==> config.mk <==
export PLATFORM = sky130hd
export DESIGN_NAME = smbs_csr
export DESIGN_NICKNAME = d
export VERILOG_FILES = /design/src/rtl/smbs_pkg.sv /design/src/rtl/smbs_csr.sv
export SDC_FILE = /design/constraint.sdc
export NUM_CORES = 1
export LEC_CHECK = 0
export BUFFER_PORTS_ARGS = -buffer_cell sky130_fd_sc_hd__buf_2
export CORE_MARGIN = 2
export CORE_UTILIZATION = 30
export DETAILED_ROUTE_END_ITERATION = 10
export PLACE_DENSITY_LB_ADDON = 0.1
export SLEW_MARGIN = 20
export SYNTH_ARGS = -nofsm -noshare
export SYNTH_HDL_FRONTEND = slang
export SYNTH_SLANG_ARGS = --single-unit
==> constraint.sdc <==
create_clock -name clock -period 1 [get_ports clock]
set_clock_uncertainty 0.2 [all_clocks]
set_input_delay 0.05 -clock clock [delete_from_list [all_inputs] [get_ports clock]]
set_output_delay 0.05 -clock clock [all_outputs]
set_load 0.1 [all_outputs]
==> src/rtl/smbs_pkg.sv <==
// Package for the sorted address map lookup block.
// Holds field widths, mode codes and the structs used by the top level, the probe stages and the testbench.
// No dependencies.
package smbs_pkg;

   // Field widths of the request and response transfers.
   localparam int ADDR_WIDTH = 32;
   localparam int INDEX_WIDTH = 10;
   localparam int COUNT_WIDTH = 11;
   localparam int CSR_DATA_WIDTH = 32;
   localparam int CSR_ADDR_WIDTH = 3;

   // Default table depth handed to the top level.
   localparam int TABLE_DEPTH_DEFAULT = 1024;

   // Request mode codes.
   localparam logic MODE_WRITE = 1'b0;
   localparam logic MODE_LOOKUP = 1'b1;

   // Register numbers, taken from the word address.
   localparam logic REG_ENTRY_COUNT = 1'b0;

   // One request: a table write or a lookup.
   typedef struct packed {
      logic                   mode;
      logic [INDEX_WIDTH-1:0] entry_index;
      logic [ADDR_WIDTH-1:0]  native_addr;
      logic [ADDR_WIDTH-1:0]  host_addr;
   } req_type;

   // One lookup response.
   typedef struct packed {
      logic                   found;
      logic [ADDR_WIDTH-1:0]  host_addr_out;
      logic [INDEX_WIDTH-1:0] match_index;
   } rsp_type;

   // Item state carried from one probe stage to the next.
   typedef struct packed {
      logic                   valid;
      logic                   write;
      logic                   found;
      logic [INDEX_WIDTH-1:0] entry_index;
      logic [ADDR_WIDTH-1:0]  key;
      logic [ADDR_WIDTH-1:0]  host;
      logic [ADDR_WIDTH-1:0]  hit_host;
      logic [INDEX_WIDTH-1:0] hit_index;
   } probe_type;

endpackage

==> src/rtl/smbs_csr.sv <==
// Configuration register file of the sorted address map lookup block.
// Holds the entry count behind an APB-style port. Depends on smbs_pkg.
module smbs_csr (
   input  logic                                 clock,
   input  logic                                 reset,
   input  logic                                 psel,
   input  logic                                 penable,
   input  logic                                 pwrite,
   input  logic [smbs_pkg::CSR_ADDR_WIDTH-1:0]  paddr,
   input  logic [smbs_pkg::CSR_DATA_WIDTH-1:0]  pwdata,
   output logic [smbs_pkg::CSR_DATA_WIDTH-1:0]  prdata,
   output logic                                 pready,
   output logic [smbs_pkg::COUNT_WIDTH-1:0]     entry_count
);

   logic [smbs_pkg::COUNT_WIDTH-1:0] count_ff;
   logic [smbs_pkg::COUNT_WIDTH-1:0] count_in;
   logic                             reg_sel;

   // The word address picks the register; byte offset bits are ignored.
   assign reg_sel = (paddr[smbs_pkg::CSR_ADDR_WIDTH-1] == smbs_pkg::REG_ENTRY_COUNT);

   // A write transfer completes in the access phase.
   always_comb begin
      count_in = count_ff;
      if (psel && penable && pwrite && pready && reg_sel) begin
         count_in = pwdata[smbs_pkg::COUNT_WIDTH-1:0];
      end
   end

   always_ff @(posedge clock) begin
      if (reset) begin
         count_ff <= '0;
      end else begin
         count_ff <= count_in;
      end
   end

   // Reads return the register, zero elsewhere.
   always_comb begin
      prdata = '0;
      if (reg_sel) begin
         prdata = smbs_pkg::CSR_DATA_WIDTH'(count_ff);
      end
   end

   assign pready = 1'b1;
   assign entry_count = count_ff;

endmodule

==> reports/metrics.csv <==
stage,metric,value,unit
sta,fin worst setup slack,-0.218,ns
setup_path,"Largest stage delay, worst path",0.36,ns
setup_path,worst path cell trace,"nor2b_4, buf_12",
floorplanning,# IOs,84,
job,Max Cap Violations,0,
clock_network,clk slew on worst S/H paths,0.07,ns
finish,max reg flops,11,
hold_path,Worst Hold Class,primary input to flop,
clock_network,Num CTS Buffers,3,
yosys,main combinational cell family by area after synthesis,simple AND/OR/NAND/NOR gates,
clock_network,Longest Clk Path Bufs,2,
setup_path,WS Path Type,flop to output pin,
sta,final hold violation count,0,
floorplanning,Die Wd,54.2,um
yosys,Synth Register Bits,11,
routing,drt total wl,1960,um
sta,Final Critical Period,1.22,ns
yosys,synthesized area,757,um2
finish,post-layout util,68.5,%
global_route,largest net degree at the start of global routing,23,
routing,vias per inst,3.87,
finish,post-route cell area,1670,um2
finish,Multi-input gate area,514,um2
sta,worst hold margin,0.0799,ns
clock_network,Max H-tree Level,1,
sta,crit share post-route,122,%
sta,fmax,0.821,GHz
sta,final setup violation count,23,
yosys,fraction of the mapped netlist area in compound gates,0,%
run_status,status,"complete, but fails checks",
floorplanning,Die ar.,2940,um2
setup_path,critical path startpoint category,flop,
yosys,XOR/XNOR Fraction of Synth Area,0,%
setup_path,Reg-to-Reg End,entry_count[7],
finish,Layout area overhead,120,%
run_status,violated checks,setup timing,
yosys,adder-cell share of the synthesized area,0,%
routing,DRC,0,
power,Pwr Density,887,nW/um2
global_route,GRT Resource Usage Total,13.7,%
clock_network,clk sinks,11,
yosys,leading post-synthesis cells by cell area,"dfxtp_1 (29%), buf_4 (22%), nand2b_1 (18%)",
placement,Post-DP Area,1330,um2
routing,initial drt markers,1,
global_route,global-route wire length before repair,2850,um
global_route,vias in the first global route,656,
global_route,initial antenna violation count,0,
yosys,sequential fraction of the synthesis area,29.1,%
placement,Port Buffers,38,
setup_path,R2R depth,4,
yosys,post-synthesis simple-gate area fraction,29.3,%
yosys,Post-Syn Area per Cell,9.01,um2
hold_path,hold path cells,3,
floorplanning,Die Ht,54.2,um
yosys,"Warnings, synthesis",0,
floorplanning,FP Rows,18,
power,P_leak,0.699,nW
sta,Setup TNS,-3.95,ns
yosys,top cell type by total area after synthesis,dfxtp_1,
setup_path,crit path DAT,0.97,ns
setup_path,Crit path max-delay family,flip-flops,
setup_path,flop2flop setup slack,-0.01,ns
setup_path,CP required,0.75,ns
clock_network,CTS tree,built,
setup_path,Crit. End Element,output pin,
yosys,Cell variety after synth,11,
setup_path,FF-to-FF Start,entry_count[7],
routing,antenna-violating nets left,0,
routing,total number of vias,693,
placement,routability cong.,0.664,
finish,most frequent cells in the layout,"conb_1 (22), buf_12 (22), nand2b_1 (19)",
finish,Post-layout nets,190,
floorplanning,initial core utilization,31.1,%
clock_network,Worst-Skew Late Latency,0.27,ns
finish,Fill cells,191,
setup_path,CP max-delay cell,dfxtp_4,
setup_path,WP buf/inv,1,
clock_network,root buf cell,clkbuf_4,
setup_path,CP max FO,2,
placement,HPWL Detailed,1220,um
yosys,area share of the largest cell type after synthesis,29.1,%
routing,Wirelength per Cell,10.9,um
yosys,cells after synthesis,84,
global_route,GRT overflow,0,
floorplanning,Core Area,2430,um2
sta,unrepaired setup endpoints after global routing,yes,
finish,antenna cells,0,
finish,sequential cell area,262,um2
finish,layout cells sized above 1,57.0,%
yosys,post-synthesis mux area share,14.5,%
routing,DR pass1 iterations,3,
power,maximum vdd drop,612,uV
sta,max-slew violation count,0,
hold_path,Worst Hold End,entry_count[9],
hold_path,hold path start,reset,
final cells by class:
cell class / count / share of cell area (%)
flip-flops and latches: 11 / 15.7
repair buffers: 67 / 49.6
multi-input cells: 67 / 30.9
well taps: 30 / 2.25
clock buffers: 4 / 1.58
cell families after synthesis:
| kind of cell | count (synthesis) |
|---|---|
| other | 2 |
| muxes | 11 |
| and+or+nand+nor | 34 |
| buffers and inverters | 26 |
| DFF | 11 |
cell usage after synthesis (all sizes together):
| library cell | instances |
|---|---|
| nand2b | 22 |
| buf | 24 |
| mux2i | 11 |
| and2b | 1 |
| conb | 2 |
| nor2b | 10 |
| and4b | 1 |
| dfxtp | 11 |
| clkbuf | 2 |
worst max path at each step:
stage,startpoint,end,cells after the start
floorplan,entry_count[0],prdata[0],1
global placement,paddr[2],entry_count[5],3
detailed placement,paddr[2],entry_count[10],3
CTS,entry_count[10],prdata[10],2
global route,entry_count[10],prdata[10],2
finish,entry_count[3],prdata[3],2
power by group:
part	switching [mW]	leakage [nW]	internal, mW
combinational	0.549	0.586	0.178
clock	0.164	0.0150	0.155
sequential	0.00712	0.0977	0.424
per-stage QoR:
| step | total power, mW | setup WS, ns | std cells |
|---|---|---|---|
| floorplan | 1.06 | -0.366 | 104 |
| global placement | 1.10 | -0.105 | 149 |
| detailed placement | 1.10 | -0.154 | 149 |
| CTS | 1.47 | -0.217 | 177 |
| global route | 1.54 | -0.265 | 179 |
| finish | 1.48 | -0.218 | 179 |
repair_timing:
item | in CTS | in global routing
hold buffers | 11 | 0
setup buffers | 13 | 4
setup endpoints to repair | 22 | 26
endpoints found under the hold margin | 11 | 0
resized for setup | 10 | 11
pin swaps | 0 | 0
per-layer routing:
| metal | vias up | routed length, um | part of all wire (%) | GRT usage [%] |
|---|---|---|---|---|
| met5 | - | 0 | 0 | 0 |
| met1 | 308 | 718 | 37 | 15.0 |
| li1 | 345 | - | - | - |
| met2 | 35 | 1060 | 54 | 24.1 |
| met3 | 5 | 132 | 6.7 | 2.73 |
| met4 | 0 | 49 | 2.5 | 8.75 |
worst register-to-register path, cell delays in order (launching register included):
cell and delay [ns]:
dfxtp_4 0.35, buf_6 0.12, buf_6 0.11, nand2b_4 0.06, mux2i_1 0.06
Note: power is estimated with default switching activity, not from simulation.
